[src/hdl/scl_pkg.sv]
// scl_pkg: types and constants shared by the shell command lexer
// no dependencies

package scl_pkg;

   localparam logic [1:0] KIND_WORD = 2'd0;
   localparam logic [1:0] KIND_OPER = 2'd1;
   localparam logic [1:0] KIND_SPEC = 2'd2;

   localparam logic [7:0] CH_DOLLAR = 8'h24;
   localparam logic [7:0] CH_QMARK  = 8'h3F;
   localparam logic [7:0] CH_PIPE   = 8'h7C;
   localparam logic [7:0] CH_LT     = 8'h3C;
   localparam logic [7:0] CH_GT     = 8'h3E;
   localparam logic [7:0] CH_AMP    = 8'h26;
   localparam logic [7:0] CH_TWO    = 8'h32;
   localparam logic [7:0] CH_X      = 8'h78;
   localparam logic [7:0] CH_BSL    = 8'h5C;
   localparam logic [7:0] CH_DQ     = 8'h22;
   localparam logic [7:0] CH_SQ     = 8'h27;

   // one window slot: byte plus presence
   typedef struct packed {
      logic       present;
      logic [7:0] ch;
   } slot_type;

   // decision made on the window head
   typedef struct packed {
      logic       close_word;   // emit bare end mark if a word is open
      logic [1:0] tok_len;      // token bytes to emit (0..3)
      logic [1:0] kind;
      logic [7:0] b0;
      logic [7:0] b1;
      logic [7:0] b2;
      logic [2:0] consume;      // bytes dropped from the window
      logic       set_quote;
      logic       clr_quote;
      logic       quote_dbl;
   } action_type;

   // one result transaction
   typedef struct packed {
      logic [7:0] out_char;
      logic       char_valid;
      logic [1:0] token_kind;
      logic       token_end;
      logic       out_last;
   } result_type;

   function automatic logic [4:0] hex_digit(input slot_type s);
      logic [7:0] c;
      c = s.ch;
      if (!s.present) return 5'd16;
      if (c >= 8'h30 && c <= 8'h39) return 5'(c - 8'h30);
      if (c >= 8'h61 && c <= 8'h66) return 5'(c - 8'h61 + 8'd10);
      if (c >= 8'h41 && c <= 8'h46) return 5'(c - 8'h41 + 8'd10);
      return 5'd16;
   endfunction

   function automatic logic is_octal(input slot_type s);
      return s.present && s.ch >= 8'h30 && s.ch <= 8'h37;
   endfunction

endpackage

[src/hdl/scl_if.sv]
// scl_if: valid/ready channel interfaces for the shell command lexer
// depends on scl_pkg

interface scl_req_if;
   logic       valid;
   logic       ready;
   logic [7:0] in_char;
   logic       in_last;
   modport source (output valid, output in_char, output in_last, input ready);
   modport sink   (input valid, input in_char, input in_last, output ready);
endinterface

interface scl_rsp_if;
   logic                  valid;
   logic                  ready;
   scl_pkg::result_type   data;
   modport source (output valid, output data, input ready);
   modport sink   (input valid, input data, output ready);
endinterface

[src/hdl/shell_command_lexer.sv]
// shell_command_lexer: top level, window, sequencer and output register
// depends on scl_pkg, scl_if, scl_decode
//
// Streaming shell command-line tokenizer. One byte is accepted per
// transaction; req_ready is low while the byte is worked off. A non-last
// byte that does not fill the four-byte window is only stored. Otherwise
// each head decision is made in the shared decode unit (ST_DECIDE), its
// results (end mark and up to three token bytes) are emitted in ST_EMIT,
// and the byte ends in ST_FLUSH. Results pass through a holding register
// so that the last result of a byte can carry out_last. A filling
// non-last byte makes one decision; a last byte drains the whole window,
// up to four decisions and the closing end mark. A stalled receiver holds
// the sequencer while the output register stays full.

module shell_command_lexer (
   input logic      clock,
   input logic      reset,
   scl_req_if.sink  req,
   scl_rsp_if.source rsp
);

   localparam logic [2:0] ST_IDLE   = 3'd0;
   localparam logic [2:0] ST_DECIDE = 3'd1;
   localparam logic [2:0] ST_EMIT   = 3'd2;
   localparam logic [2:0] ST_FINAL  = 3'd3;
   localparam logic [2:0] ST_FLUSH  = 3'd4;

   logic [2:0]        state_ff, state_in;
   logic [7:0]        win_ff [4];
   logic [7:0]        win_in [4];
   logic [2:0]        cnt_ff, cnt_in;
   logic              quote_ff, quote_in, dbl_ff, dbl_in, word_ff, word_in;
   logic              last_ff, last_in;
   scl_pkg::action_type act, act_ff, act_in;
   logic [2:0]        pend_ff, pend_in;     // results left: bit per step
   logic [1:0]        step_ff, step_in;     // 0 = end mark, 1..3 token bytes
   logic              ovalid_ff, ovalid_in;
   scl_pkg::result_type odata_ff, odata_in;
   logic              hvalid_ff, hvalid_in;
   scl_pkg::result_type hold_ff, hold_in;
   scl_pkg::slot_type s0, s1, s2, s3;
   logic              out_free;
   logic              hold_free;

   assign s0 = '{present: cnt_ff > 3'd0, ch: win_ff[0]};
   assign s1 = '{present: cnt_ff > 3'd1, ch: win_ff[1]};
   assign s2 = '{present: cnt_ff > 3'd2, ch: win_ff[2]};
   assign s3 = '{present: cnt_ff > 3'd3, ch: win_ff[3]};

   scl_decode u_dec (
      .s0(s0), .s1(s1), .s2(s2), .s3(s3),
      .inside_quotes(quote_ff), .quote_is_double(dbl_ff), .act(act)
   );

   assign req.ready = (state_ff == ST_IDLE);
   assign rsp.valid = ovalid_ff;
   assign rsp.data  = odata_ff;
   assign out_free  = !ovalid_ff || rsp.ready;
   assign hold_free = !hvalid_ff || out_free;

   // sequencer
   always_comb begin
      logic more;
      state_in = state_ff;
      win_in = win_ff;
      cnt_in = cnt_ff;
      quote_in = quote_ff; dbl_in = dbl_ff; word_in = word_ff;
      last_in = last_ff;
      act_in = act_ff;
      pend_in = pend_ff; step_in = step_ff;
      ovalid_in = ovalid_ff && !rsp.ready;
      odata_in = odata_ff;
      hvalid_in = hvalid_ff;
      hold_in = hold_ff;
      more = 1'b0;
      unique case (state_ff)
         ST_IDLE: begin
            if (req.valid) begin
               if (cnt_ff == 3'd4) begin
                  win_in[3] = req.in_char;
               end else begin
                  win_in[cnt_ff[1:0]] = req.in_char;
                  cnt_in = cnt_ff + 3'd1;
               end
               last_in = req.in_last;
               if (req.in_last || cnt_ff >= 3'd3) state_in = ST_DECIDE;
            end
         end
         ST_DECIDE: begin
            act_in = act;
            if (act.set_quote) begin quote_in = 1'b1; dbl_in = act.quote_dbl; end
            if (act.clr_quote) quote_in = 1'b0;
            pend_in = {act.tok_len >= 2'd3, act.tok_len >= 2'd2, act.tok_len >= 2'd1};
            step_in = (act.close_word && word_ff) ? 2'd0 : 2'd1;
            // drop consumed bytes
            for (int i = 0; i < 4; i++) begin
               win_in[i] = (3'(i) + act.consume < 3'd4) ?
                           win_ff[2'(3'(i) + act.consume)] : 8'd0;
            end
            cnt_in = (act.consume >= cnt_ff) ? 3'd0 : cnt_ff - act.consume;
            state_in = ST_EMIT;
         end
         ST_EMIT: begin
            if (step_ff == 2'd0) begin
               more = 1'b1;
            end else begin
               more = pend_ff[step_ff - 2'd1];
            end
            if (!more) begin
               state_in = (last_ff && cnt_ff != 3'd0) ? ST_DECIDE :
                          (last_ff ? ST_FINAL : ST_FLUSH);
            end else if (hold_free) begin
               // previous result moves on, new one waits in the holding register
               if (hvalid_ff) begin
                  ovalid_in = 1'b1;
                  odata_in = hold_ff;
               end
               hvalid_in = 1'b1;
               hold_in.out_last = 1'b0;
               if (step_ff == 2'd0) begin
                  hold_in.out_char = 8'd0; hold_in.char_valid = 1'b0;
                  hold_in.token_kind = scl_pkg::KIND_WORD;
                  hold_in.token_end = 1'b1;
                  word_in = 1'b0;
               end else begin
                  unique case (step_ff)
                     2'd1:    hold_in.out_char = act_ff.b0;
                     2'd2:    hold_in.out_char = act_ff.b1;
                     default: hold_in.out_char = act_ff.b2;
                  endcase
                  hold_in.char_valid = 1'b1;
                  hold_in.token_kind = act_ff.kind;
                  hold_in.token_end = (act_ff.kind != scl_pkg::KIND_WORD) &&
                                      (step_ff == 2'(act_ff.tok_len));
                  if (act_ff.kind == scl_pkg::KIND_WORD) word_in = 1'b1;
                  else word_in = 1'b0;
               end
               // third token byte is the end of a decision
               if (step_ff == 2'd3) begin
                  pend_in = 3'd0;
               end else begin
                  step_in = step_ff + 2'd1;
               end
            end
         end
         ST_FINAL: begin
            // close the word left open at end of line
            if (!word_ff) begin
               quote_in = 1'b0; dbl_in = 1'b0;
               state_in = ST_FLUSH;
            end else if (hold_free) begin
               if (hvalid_ff) begin
                  ovalid_in = 1'b1;
                  odata_in = hold_ff;
               end
               hvalid_in = 1'b1;
               hold_in = '{out_char: 8'd0, char_valid: 1'b0,
                           token_kind: scl_pkg::KIND_WORD, token_end: 1'b1,
                           out_last: 1'b0};
               word_in = 1'b0;
            end
         end
         ST_FLUSH: begin
            // the held result is the last one of this byte
            if (!hvalid_ff) begin
               state_in = ST_IDLE;
            end else if (out_free) begin
               ovalid_in = 1'b1;
               odata_in = hold_ff;
               odata_in.out_last = 1'b1;
               hvalid_in = 1'b0;
               state_in = ST_IDLE;
            end
         end
         default: state_in = ST_IDLE;
      endcase
   end

   // control and window registers
   always_ff @(posedge clock) begin
      if (reset) begin
         state_ff <= ST_IDLE;
         cnt_ff <= 3'd0;
         quote_ff <= 1'b0; dbl_ff <= 1'b0; word_ff <= 1'b0;
         ovalid_ff <= 1'b0;
         hvalid_ff <= 1'b0;
         last_ff <= 1'b0;
         for (int i = 0; i < 4; i++) win_ff[i] <= 8'd0;
      end else begin
         state_ff <= state_in;
         cnt_ff <= cnt_in;
         quote_ff <= quote_in; dbl_ff <= dbl_in; word_ff <= word_in;
         ovalid_ff <= ovalid_in;
         hvalid_ff <= hvalid_in;
         last_ff <= last_in;
         win_ff <= win_in;
      end
   end

   always_ff @(posedge clock) begin
      act_ff <= act_in;
      pend_ff <= pend_in;
      step_ff <= step_in;
      odata_ff <= odata_in;
      hold_ff <= hold_in;
   end

`ifndef SYNTHESIS
   // no new byte accepted while results are being produced
   a_ready_idle: assert property (@(posedge clock) disable iff (reset)
      req.ready |-> state_ff == ST_IDLE)
      else $error("ready outside idle");
   // window never overfills
   a_cnt: assert property (@(posedge clock) disable iff (reset)
      cnt_ff <= 3'd4) else $error("window count overflow");
   // quote state and open word clear after a last byte is done
   a_quote: assert property (@(posedge clock) disable iff (reset)
      (state_ff == ST_FLUSH && last_ff) |-> !quote_ff && !word_ff)
      else $error("quote state left after end of line");
   // holding register is empty between bytes
   a_hold: assert property (@(posedge clock) disable iff (reset)
      state_ff == ST_IDLE |-> !hvalid_ff)
      else $error("held result left in idle");
`endif

endmodule

[src/hdl/scl_decode.sv]
// scl_decode: shared head-of-window decision unit, used once per head decision
// depends on scl_pkg

module scl_decode (
   input  scl_pkg::slot_type   s0,
   input  scl_pkg::slot_type   s1,
   input  scl_pkg::slot_type   s2,
   input  scl_pkg::slot_type   s3,
   input  logic                inside_quotes,
   input  logic                quote_is_double,
   output scl_pkg::action_type act
);

   logic [7:0] c, n1, n2;
   logic       p1, p2;
   logic [4:0] d1, d2;
   logic [7:0] oct;
   logic [7:0] esc;

   assign c  = s0.ch;
   assign n1 = s1.ch;
   assign n2 = s2.ch;
   assign p1 = s1.present;
   assign p2 = s2.present;
   assign d1 = scl_pkg::hex_digit(s2);
   assign d2 = scl_pkg::hex_digit(s3);

   // octal value of up to three digits, wrapped to 8 bits
   always_comb begin
      oct = {5'd0, n1[2:0]};
      if (scl_pkg::is_octal(s2)) begin
         oct = {2'd0, n1[2:0], n2[2:0]};
         if (scl_pkg::is_octal(s3)) oct = {n1[1:0], n2[2:0], s3.ch[2:0]};
      end
   end

   // single-letter escapes
   always_comb begin
      unique case (n1)
         8'h61:   esc = 8'd7;
         8'h62:   esc = 8'd8;
         8'h66:   esc = 8'd12;
         8'h6E:   esc = 8'd10;
         8'h72:   esc = 8'd13;
         8'h74:   esc = 8'd9;
         8'h76:   esc = 8'd11;
         default: esc = n1;
      endcase
   end

   always_comb begin
      act = '0;
      act.consume = 3'd1;
      act.kind = scl_pkg::KIND_WORD;
      act.b0 = c;
      act.tok_len = 2'd1;
      if (inside_quotes) begin
         priority if (quote_is_double && c == scl_pkg::CH_BSL) begin
            if (!p1) begin
               act.b0 = scl_pkg::CH_BSL;
            end else if (n1 == scl_pkg::CH_X) begin
               if (d1[4]) begin
                  act.b0 = scl_pkg::CH_X; act.consume = 3'd2;
               end else if (d2[4]) begin
                  act.b0 = {4'd0, d1[3:0]}; act.consume = 3'd3;
               end else begin
                  act.b0 = {d1[3:0], d2[3:0]}; act.consume = 3'd4;
               end
            end else if (scl_pkg::is_octal(s1)) begin
               act.b0 = oct;
               act.consume = !scl_pkg::is_octal(s2) ? 3'd2 :
                             (!scl_pkg::is_octal(s3) ? 3'd3 : 3'd4);
            end else begin
               act.b0 = esc; act.consume = 3'd2;
            end
         end else if (c == (quote_is_double ? scl_pkg::CH_DQ : scl_pkg::CH_SQ)) begin
            act.tok_len = 2'd0; act.clr_quote = 1'b1;
         end else begin
            act.b0 = c;
         end
      end else begin
         priority if (c == 8'h20 || c == 8'h09 || c == 8'h0A) begin
            act.tok_len = 2'd0; act.close_word = 1'b1;
         end else if (c == scl_pkg::CH_DOLLAR && p1 && n1 == scl_pkg::CH_QMARK) begin
            act.close_word = 1'b1; act.kind = scl_pkg::KIND_SPEC;
            act.tok_len = 2'd2; act.b1 = n1; act.consume = 3'd2;
         end else if (c == scl_pkg::CH_DQ || c == scl_pkg::CH_SQ) begin
            act.tok_len = 2'd0; act.set_quote = 1'b1;
            act.quote_dbl = (c == scl_pkg::CH_DQ);
         end else if ((c == scl_pkg::CH_AMP || c == scl_pkg::CH_PIPE) && p1 && n1 == c) begin
            act.close_word = 1'b1; act.kind = scl_pkg::KIND_OPER;
            act.tok_len = 2'd2; act.b1 = c; act.consume = 3'd2;
         end else if (c == scl_pkg::CH_PIPE) begin
            act.close_word = 1'b1; act.kind = scl_pkg::KIND_OPER;
         end else if (c == scl_pkg::CH_LT) begin
            act.close_word = 1'b1; act.kind = scl_pkg::KIND_OPER;
            act.consume = (p1 && n1 == scl_pkg::CH_LT) ? 3'd2 : 3'd1;
         end else if (c == scl_pkg::CH_GT) begin
            act.close_word = 1'b1; act.kind = scl_pkg::KIND_OPER;
            if (p1 && n1 == scl_pkg::CH_GT) begin
               act.tok_len = 2'd2; act.b1 = n1; act.consume = 3'd2;
            end
         end else if ((c == scl_pkg::CH_AMP || c == scl_pkg::CH_TWO) && p1
                      && n1 == scl_pkg::CH_GT) begin
            act.close_word = 1'b1; act.kind = scl_pkg::KIND_OPER;
            act.b1 = scl_pkg::CH_GT;
            if (p2 && n2 == scl_pkg::CH_GT) begin
               act.tok_len = 2'd3; act.b2 = scl_pkg::CH_GT; act.consume = 3'd3;
            end else begin
               act.tok_len = 2'd2; act.consume = 3'd2;
            end
         end else begin
            act.b0 = c;
         end
      end
   end

endmodule

[src/flat_wrapper.sv]
// flat-port wrapper written by rule: the top's interface ports become plain ports
module shell_command_lexer_flat 
  (clock, reset, req_valid, req_in_char, req_in_last, req_ready, rsp_valid, rsp_data, rsp_ready);
  scl_req_if req_i ();
  scl_rsp_if rsp_i ();
  input logic clock;
  input logic reset;
  input wire logic [$bits(req_i.valid)-1:0] req_valid;
  input wire logic [$bits(req_i.in_char)-1:0] req_in_char;
  input wire logic [$bits(req_i.in_last)-1:0] req_in_last;
  output wire logic [$bits(req_i.ready)-1:0] req_ready;
  output wire logic [$bits(rsp_i.valid)-1:0] rsp_valid;
  output wire logic [$bits(rsp_i.data)-1:0] rsp_data;
  input wire logic [$bits(rsp_i.ready)-1:0] rsp_ready;
  assign req_i.valid = req_valid;
  assign req_i.in_char = req_in_char;
  assign req_i.in_last = req_in_last;
  assign req_ready = req_i.ready;
  assign rsp_valid = rsp_i.valid;
  assign rsp_data = rsp_i.data;
  assign rsp_i.ready = rsp_ready;
  shell_command_lexer u_core (.clock(clock), .reset(reset), .req(req_i), .rsp(rsp_i));
endmodule
[config.mk]
export PLATFORM = sky130hd
export DESIGN_NAME = shell_command_lexer_flat
export DESIGN_NICKNAME = d
export VERILOG_FILES = /design/src/hdl/scl_pkg.sv /design/src/hdl/scl_if.sv /design/src/hdl/shell_command_lexer.sv /design/src/hdl/scl_decode.sv /design/src/flat_wrapper.sv
export SDC_FILE = /design/constraint.sdc
export NUM_CORES = 1
export LEC_CHECK = 0
export BUFFER_PORTS_ARGS = -buffer_cell sky130_fd_sc_hd__buf_2
export CAP_MARGIN = 40
export CORE_ASPECT_RATIO = 1.2
export CORE_MARGIN = 2
export CORE_UTILIZATION = 59
export CTS_BUF_LIST = sky130_fd_sc_hd__clkbuf_2 sky130_fd_sc_hd__clkbuf_4 sky130_fd_sc_hd__clkbuf_8
export CTS_CLUSTER_SIZE = 12
export DETAILED_ROUTE_END_ITERATION = 8
export PLACE_DENSITY = 0.86
export SLEW_MARGIN = 20
export SYNTH_ARGS = -nofsm -noshare
export SYNTH_HDL_FRONTEND = slang
export SYNTH_SLANG_ARGS = --single-unit
[constraint.sdc]
create_clock -name clock -period 5.09 [get_ports clock]
set_clock_uncertainty 0.1 [all_clocks]
set_input_delay 0.2545 -clock clock [delete_from_list [all_inputs] [get_ports clock]]
set_output_delay 0.2545 -clock clock [all_outputs]
set_load 0.05 [all_outputs]
# [Yosys cells after proc, flatten, opt, wreduce, memory -nomap -nowiden]
# Cells that the tools add are included.
[classes] add_sub_neg=17 n_mul=0 n_div=0 n_lt_le_gt_ge=35 eq_ne=51 n_shift=0 muxes=203 bitwise_logic=5 n_reduce_logical=63
[op_table] operator="$mux 8" count=32
[op_table] operator="$mux 27" count=5
[op_table] operator="$mux 13" count=10
[op_table] operator="$mux 5" count=24
[op_table] operator="$eq 8x6->1 const B" count=12
[op_table] operator="$mux 3" count=29
[op_table] operator="$eq 8x7->1 const B" count=10
[op_table] operator="$bmux 8 s2" count=4
[op_table] operator="$pmux 32 s2" count=1
[op_table] operator="$mux 1" count=60
[op_table] operator="$pmux 8 s7" count=1
[op_table] operator="$le 8x6->1 const B" count=5
[op_table] operator="$pmux 13 s3" count=1
[op_table] operator="$bwmux 32" count=1
[op_table] operator="$ge 8x7->1 const B" count=4
[op_table] operator="$le 8x7->1 const B" count=4
[op_table] operator="$mux 32" count=1
[op_table] operator="$mux 29" count=1
[op_table] operator="$mux 28" count=1
[op_table] operator="$logic_and 1x1->1" count=27
[op_table] operator="$mux 2" count=13
[op_table] operator="$pmux 13 s2" count=1
[op_table] operator="$ge 8x6->1 const B" count=3
[op_table] operator="$mux 24" count=1
[op_table] operator="59 further kinds" count=123
[totals] regBits=103 latch_bits=0 ramBits=0 rom_bits=0 inputBits=13 output_inout_bits=15 wordCells=404 mem_count=0

# [Depth between registers and ports, before layout]
[depth] ltp_word=26 mapped_depth=17 depth_no_buf=16

# [By module]
# Synthesis repeated with hierarchy kept, for this count alone.
[unflattened] cells_unflattened=736 area_unflattened_um2=7454.6
[by_module_without_submodules] module="shell_command_lexer" n_inst=1 cells_per_inst=463 area_per_inst_um2=5539.1 seq_area_each_um2=2622.5
[by_module_without_submodules] module="scl_decode" n_inst=1 cells_per_inst=273 area_per_inst_um2=1915.6 seq_area_each_um2=0.0

# [Worst setup path before layout]
# No wires, ideal clock.
[synth_timing] path_type="register to register" startpoint="register u_core.win_ff, in the netlist u_core.s3[1]" endpoint="register u_core.win_ff, in the netlist u_core.s1[1]" setup_time_ns=0.128 arrival_time_ns=3.603 required_time_ns=4.862 setup_slack_ns=1.259 stages_incl_launch_ff=16 n_path_buf=5 synth_period_minus_slack_ns=3.831 cell_sequence="dfxtp_1 clkbuf_1 inv_1 ha_1 or3b_2 a31oi_1 o211ai_1 a221oi_4 buf_6 buf_4 ha_1 clkbuf_1 clkbuf_1 nand2_1 a211oi_1 o22ai_1"
[synth_between] elab_chain_len=23 word_cells_on_any_way=50 classes_between="6 x add/sub; 8 x order compare; 30 x mux; 1 x bitwise; 5 x reduce/logical"
[synth_lines] item="from (decl)" line="shell_command_lexer.sv:29" rtl="logic [7:0] win_ff [4];"
[synth_lines] item="from (signal assigned)" line="shell_command_lexer.sv:196" rtl="win_ff <= win_in;"
[synth_lines] item="parallel branches: the longest is 21 deep, another holds $sub 5x1->5"
[synth_lines] item="$mux 8 *" line="shell_command_lexer.sv:97" rtl="win_in[i] = (3'(i) + act.consume < 3'd4) ?"
[synth_lines] item="$pmux 32 s2 *" line="shell_command_lexer.sv:76" rtl="unique case (state_ff)"
# Every way passes the cells marked *. The select of a mux whose other input is x is not followed.
# A chain may end at the register's enable or synchronous reset.

# [Final worst setup path]
[layout_timing] startpoint="register u_core.win_ff, in the netlist u_core.s0[0]" endpoint="register u_core.win_ff, in the netlist u_core.s1[7]"
[layout_between] elab_chain_len=25 word_cells_on_any_way=48 classes_between="1 x add/sub; 1 x order compare; 13 x eq/ne; 20 x mux; 1 x bitwise; 12 x reduce/logical"
[layout_lines] item="$eq 8x6->1, on equally long branches" line="scl_decode.sv:90, scl_decode.sv:103"
[layout_lines] item="$logic_or 1x1->1" line="scl_decode.sv:103" rtl="end else if ((c == scl_pkg::CH_AMP || c == scl_pkg::CH_TWO) && p1"
[layout_lines] item="$logic_and 1x1->1" line="scl_decode.sv:103"
[layout_lines] item="$logic_and 1x1->1" line="scl_decode.sv:104" rtl="&& n1 == scl_pkg::CH_GT) begin"
[layout_lines] item="$mux 17" line="scl_decode.sv:103"
[layout_lines] item="$mux 3" line="scl_decode.sv:98" rtl="end else if (c == scl_pkg::CH_GT) begin"
[layout_lines] item="$mux 3" line="scl_decode.sv:95" rtl="end else if (c == scl_pkg::CH_LT) begin"
[layout_lines] item="$mux 19" line="scl_decode.sv:93" rtl="end else if (c == scl_pkg::CH_PIPE) begin"
[layout_lines] item="[8 not listed]"
[layout_lines] item="$mux 28" line="scl_decode.sv:82" rtl="priority if (c == 8'h20 || c == 8'h09 || c == 8'h0A) begin"
[layout_lines] item="$mux 3 *" line="scl_decode.sv:57" rtl="if (inside_quotes) begin"
[layout_lines] item="$add 1x3->3 *" line="shell_command_lexer.sv:97"
[layout_lines] item="$not 2->3 (not written as such)" line="shell_command_lexer.sv:98" rtl="win_ff[2'(3'(i) + act.consume)] : 8'd0;"
[layout_lines] item="$bmux 8 s2" line="shell_command_lexer.sv:98"
[layout_lines] item="$mux 8 (not written as such) (2 in a row)" line="shell_command_lexer.sv:98"
[layout_lines] item="$mux 8 *" line="shell_command_lexer.sv:97"
[layout_lines] item="$pmux 32 s2 *" line="shell_command_lexer.sv:76"
# Mark *: on every way between the ends. The rest lies on a longest branch, timed or not. The select of a mux whose other input is x is not followed.

==> qor.log <==
[run_status] result of the run finished clean
[worst_hold_path] Worst Hold Class in -> reg
[place] sum of net half-perimeters after detailed placement 15420 µm
[layout] leading cell type in the layout, fill and taps excluded sky130_fd_sc_hd__nor2_1
[layout] fill cell total of the finished layout 987
[place] buffers added on ports 27
[power_and_ir_drop] maximum VDD drop 0.1602 mV
[clocking] clock tree root driver cell sky130_fd_sc_hd__clkbuf_8
[sta] maximum achievable frequency 224.3 MHz
[route] count of vias placed by the detailed router 6457
[place] RD Place Congestion 0.9907
[worst_setup_path] worst-path fanout max 19
[worst_setup_path] Worst Setup Path Type reg -> reg
[yosys] area of the mapped netlist 0.006859 mm²
[global_route] pin count of the biggest net entering global routing 47
[global_route] antenna violations before repair 0
[sta] Worst Tran Pin Value 913.0 ps
[yosys] compound-cell area share of the yosys netlist 0.2563
[worst_setup_path] slowest stage cell on the critical path sky130_fd_sc_hd__dfxtp_1
[floorplan] Die X-Extent 102.4 µm
[yosys] mux cell area share after synthesis 0.04378
[sta] worst slew slack as a fraction of its limit 0.3849
[sta] period utilisation layout 0.8760
[yosys] syn_area_per_cell 8.671 µm²
[yosys] combinational family with the most area after synthesis compound AO/OA/AOI/OAI gates
[worst_setup_path] cell-by-cell trace of the critical path xor2_1 > or4_4 > nor4b_4 > o21ai_0 > and2_4 > o21ai_2 > ha_1 > nand2_1 > nor4_1 > mux2i_1 > nand2_1 > o21ai_0 > a211oi_1
[layout] area growth from synthesis to layout 6.147%
[clocking] number of resized instances in the post-cts repair step 0
[sta] number of failing setup endpoints in the final timing report 0
[sta] final-report max-slew violation count 0
[clocking] clock tree from TritonCTS yes
[floorplan] Placeable Area 0.01146 mm²
[yosys] XOR/XNOR Fraction of Synth Area 0.01915
[layout] area occupied by registers 0.002412 mm²
[worst_setup_path] required time worst endpoint 5290 ps
[sta] hold violation total from the final report 0
[yosys] post-synthesis instance total 791
[floorplan] # rows 43
[route] DRC violation count after routing 0
[global_route] via count of the first global-routing pass 6126
[sta] Min Clock Period, post-route 4459 ps
[floorplan] die footprint 0.01251 mm²
[layout] post-layout utilization of the core 0.6353
[yosys] total nets after synthesis 827
[clocking] number of clock sinks 95
[route] router iterations before antenna repair 6
[clocking] Max clock buf depth 2
[worst_setup_path] kind of launch point of the worst setup path flop
[yosys] sequential cell area fraction in the yosys report 0.3517
[clocking] insertion delay to the later sink of the worst-skew pair 390 ps
[layout] antenna diode instance count 0
[job] max capacitance violation total 0
[clocking] Post-CTS Hold Fix Bufs 0
[sta] Final TNS setup 0 ps
[yosys] fraction of synthesis flops using an asynchronous set or reset pin 0
[layout] leading cell types in the layout, fill and taps excluded sky130_fd_sc_hd__nor2_1 (83), sky130_fd_sc_hd__a21oi_1 (69), sky130_fd_sc_hd__nand2_1 (59), sky130_fd_sc_hd__edfxtp_1 (51), sky130_fd_sc_hd__o21ai_0 (45)
[layout] area of combinational cells with multiple inputs 0.004101 mm²
[power_and_ir_drop] cell leakage power 2.656 nW
[yosys] #FFs+latches synth 95
[route] vias per inst 6.783
[floorplan] die extent in y 122.1 µm
[clocking] number of buffers created by CTS 9
[power_and_ir_drop] Cell Pwr Density 311.4 mW/mm²
[sta] RSZ-0062 raised after global routing false
[worst_setup_path] data arrival time of the critical path 4660 ps
[layout] share of layout cells above drive strength 1 0.1384
[clocking] level count of the clock H-tree 3
[yosys] simple logic cell fraction of the synthesized area 0.2342
[yosys] number of synthesis warnings 0
[layout] net count reported at finish 826
[global_route] total global routing overflow 0
[route] Routed WL 20730 µm
[floorplan] top-level port count 28
[global_route] Total Routing Usage GR 0.3395
[worst_setup_path] CP endpoint kind flop
[yosys] dominant synthesized flop cell sky130_fd_sc_hd__edfxtp_1
[route] Starting DRT DRC Count 591
[clocking] clock transition time at the flip-flop clock pins of the worst setup and hold paths 110 ps
[route] Routed Antenna Nets 0
[yosys] EDFF count, synth 51
[route] mean routed wirelength per cell 21.78 µm
[floorplan] Initial Util 0.5985
[yosys] post-synthesis share of cell area spent on full adders, half adders and majority gates 0.04305
[clocking] setup repair bufs after CTS 0
[global_route] global-route wire length before repair 32260 µm
[worst_setup_path] crit-path max cell delay 800 ps
[yosys] synth unique cells 91
==> cells by family after synthesis <==
family / Yosys count
other cells: 1
mux: 29
compound gates: 253
buf+inv: 83
flops: 95
fa+ha+maj: 23
simple gates: 292
xor+xnor: 15
==> report_power, final <==
part,switching (mW),internal [mW],total [mW],leakage (nW)
Combinational,0.443,0.270,0.713,1.74
Sequential,0.162,0.883,1.05,0.825
Clock,0.317,0.192,0.509,0.0959
Total,0.922,1.35,2.27,2.66
==> worst max-delay path, delay by kind of cell, from the launching register on <==
kind	cells	cell delay (ps)
compound gates	4	760
xor+xnor	1	160
fa+ha+maj	1	280
flops	1	800
mux	1	320
simple gates	6	1950
==> cell usage after synthesis, drive strengths merged, types with 14 or more instances <==
cell type | count | area share
nand3 | 16 | 0.012
nand2 | 59 | 0.032
mux2i | 21 | 0.031
o21ai | 53 | 0.040
a21oi | 70 | 0.053
edfxtp | 51 | 0.22
inv | 30 | 0.016
a211oi | 14 | 0.016
buf | 17 | 0.015
nor3 | 22 | 0.016
nor2 | 84 | 0.046
nor2b | 20 | 0.018
dfxtp | 44 | 0.13
clkbuf | 35 | 0.019
ha | 22 | 0.040
==> per-stage QoR <==
stage / hold WS (ps) / instance area (µm²) / power (mW) / std cells / worst slack (ps)
final: 22.57 / 7281 / 2.267 / 952 / 631.0
after global routing: 15.20 / 7281 / 2.368 / 952 / 348.3
after CTS: 18.93 / 7246 / 2.232 / 950 / 770.2
after detailed placement: 373.4 / 7052 / 1.740 / 934 / 826.6
after global placement: 361.5 / 7022 / 1.713 / 931 / 809.9
after floorplan: 302.0 / 6859 / 1.527 / 791 / 1259
==> flip-flops by register name, summed over array words and instances, names as in the netlist, 3 cells and up <==
name and flops:
u_core.cnt_ff 3, u_core.pend_ff 3, u_core.s1 8, u_core.act_ff 21
u_core.state_ff 3, u_core.hold_ff 12, u_core.rsp.data 13, u_core.s2 8
u_core.s0 8, u_core.s3 8
==> layer usage <==
| layer | vias up | global-route usage | routed length, µm | share of wire |
|---|---|---|---|---|
| met3 | 107 | 0.07745 | 1608 | 0.078 |
| met2 | 356 | 0.5719 | 9946 | 0.48 |
| met4 | 0 | 0.1983 | 1370 | 0.066 |
| met1 | 3046 | 0.3890 | 7808 | 0.38 |
| li1 | 2948 | - | - | - |
| met5 | - | 0 | 0 | 0 |
==> path summary, 6_finish.rpt <==
check                                    start  slack, ps  cells past startpoint             end
worst max-delay path              u_core.s0[0]        630                     13    u_core.s1[7]
worst min-delay path               req_in_last         20                      3  u_core.last_ff
worst max register to register    u_core.s0[0]        630                     13    u_core.s1[7]
worst min register to register  u_core.last_ff        380                      2  u_core.last_ff
==> cell type report <==
class	count	area share
timing repair buffer	40	0.03575
multi-input combinational	613	0.5633
clock buffer	9	0.01701
tap	157	0.02698
inverter	31	0.01598
clock inverter	7	0.009624
sequential	95	0.3313
Note: power is estimated with default switching activity, not from simulation.
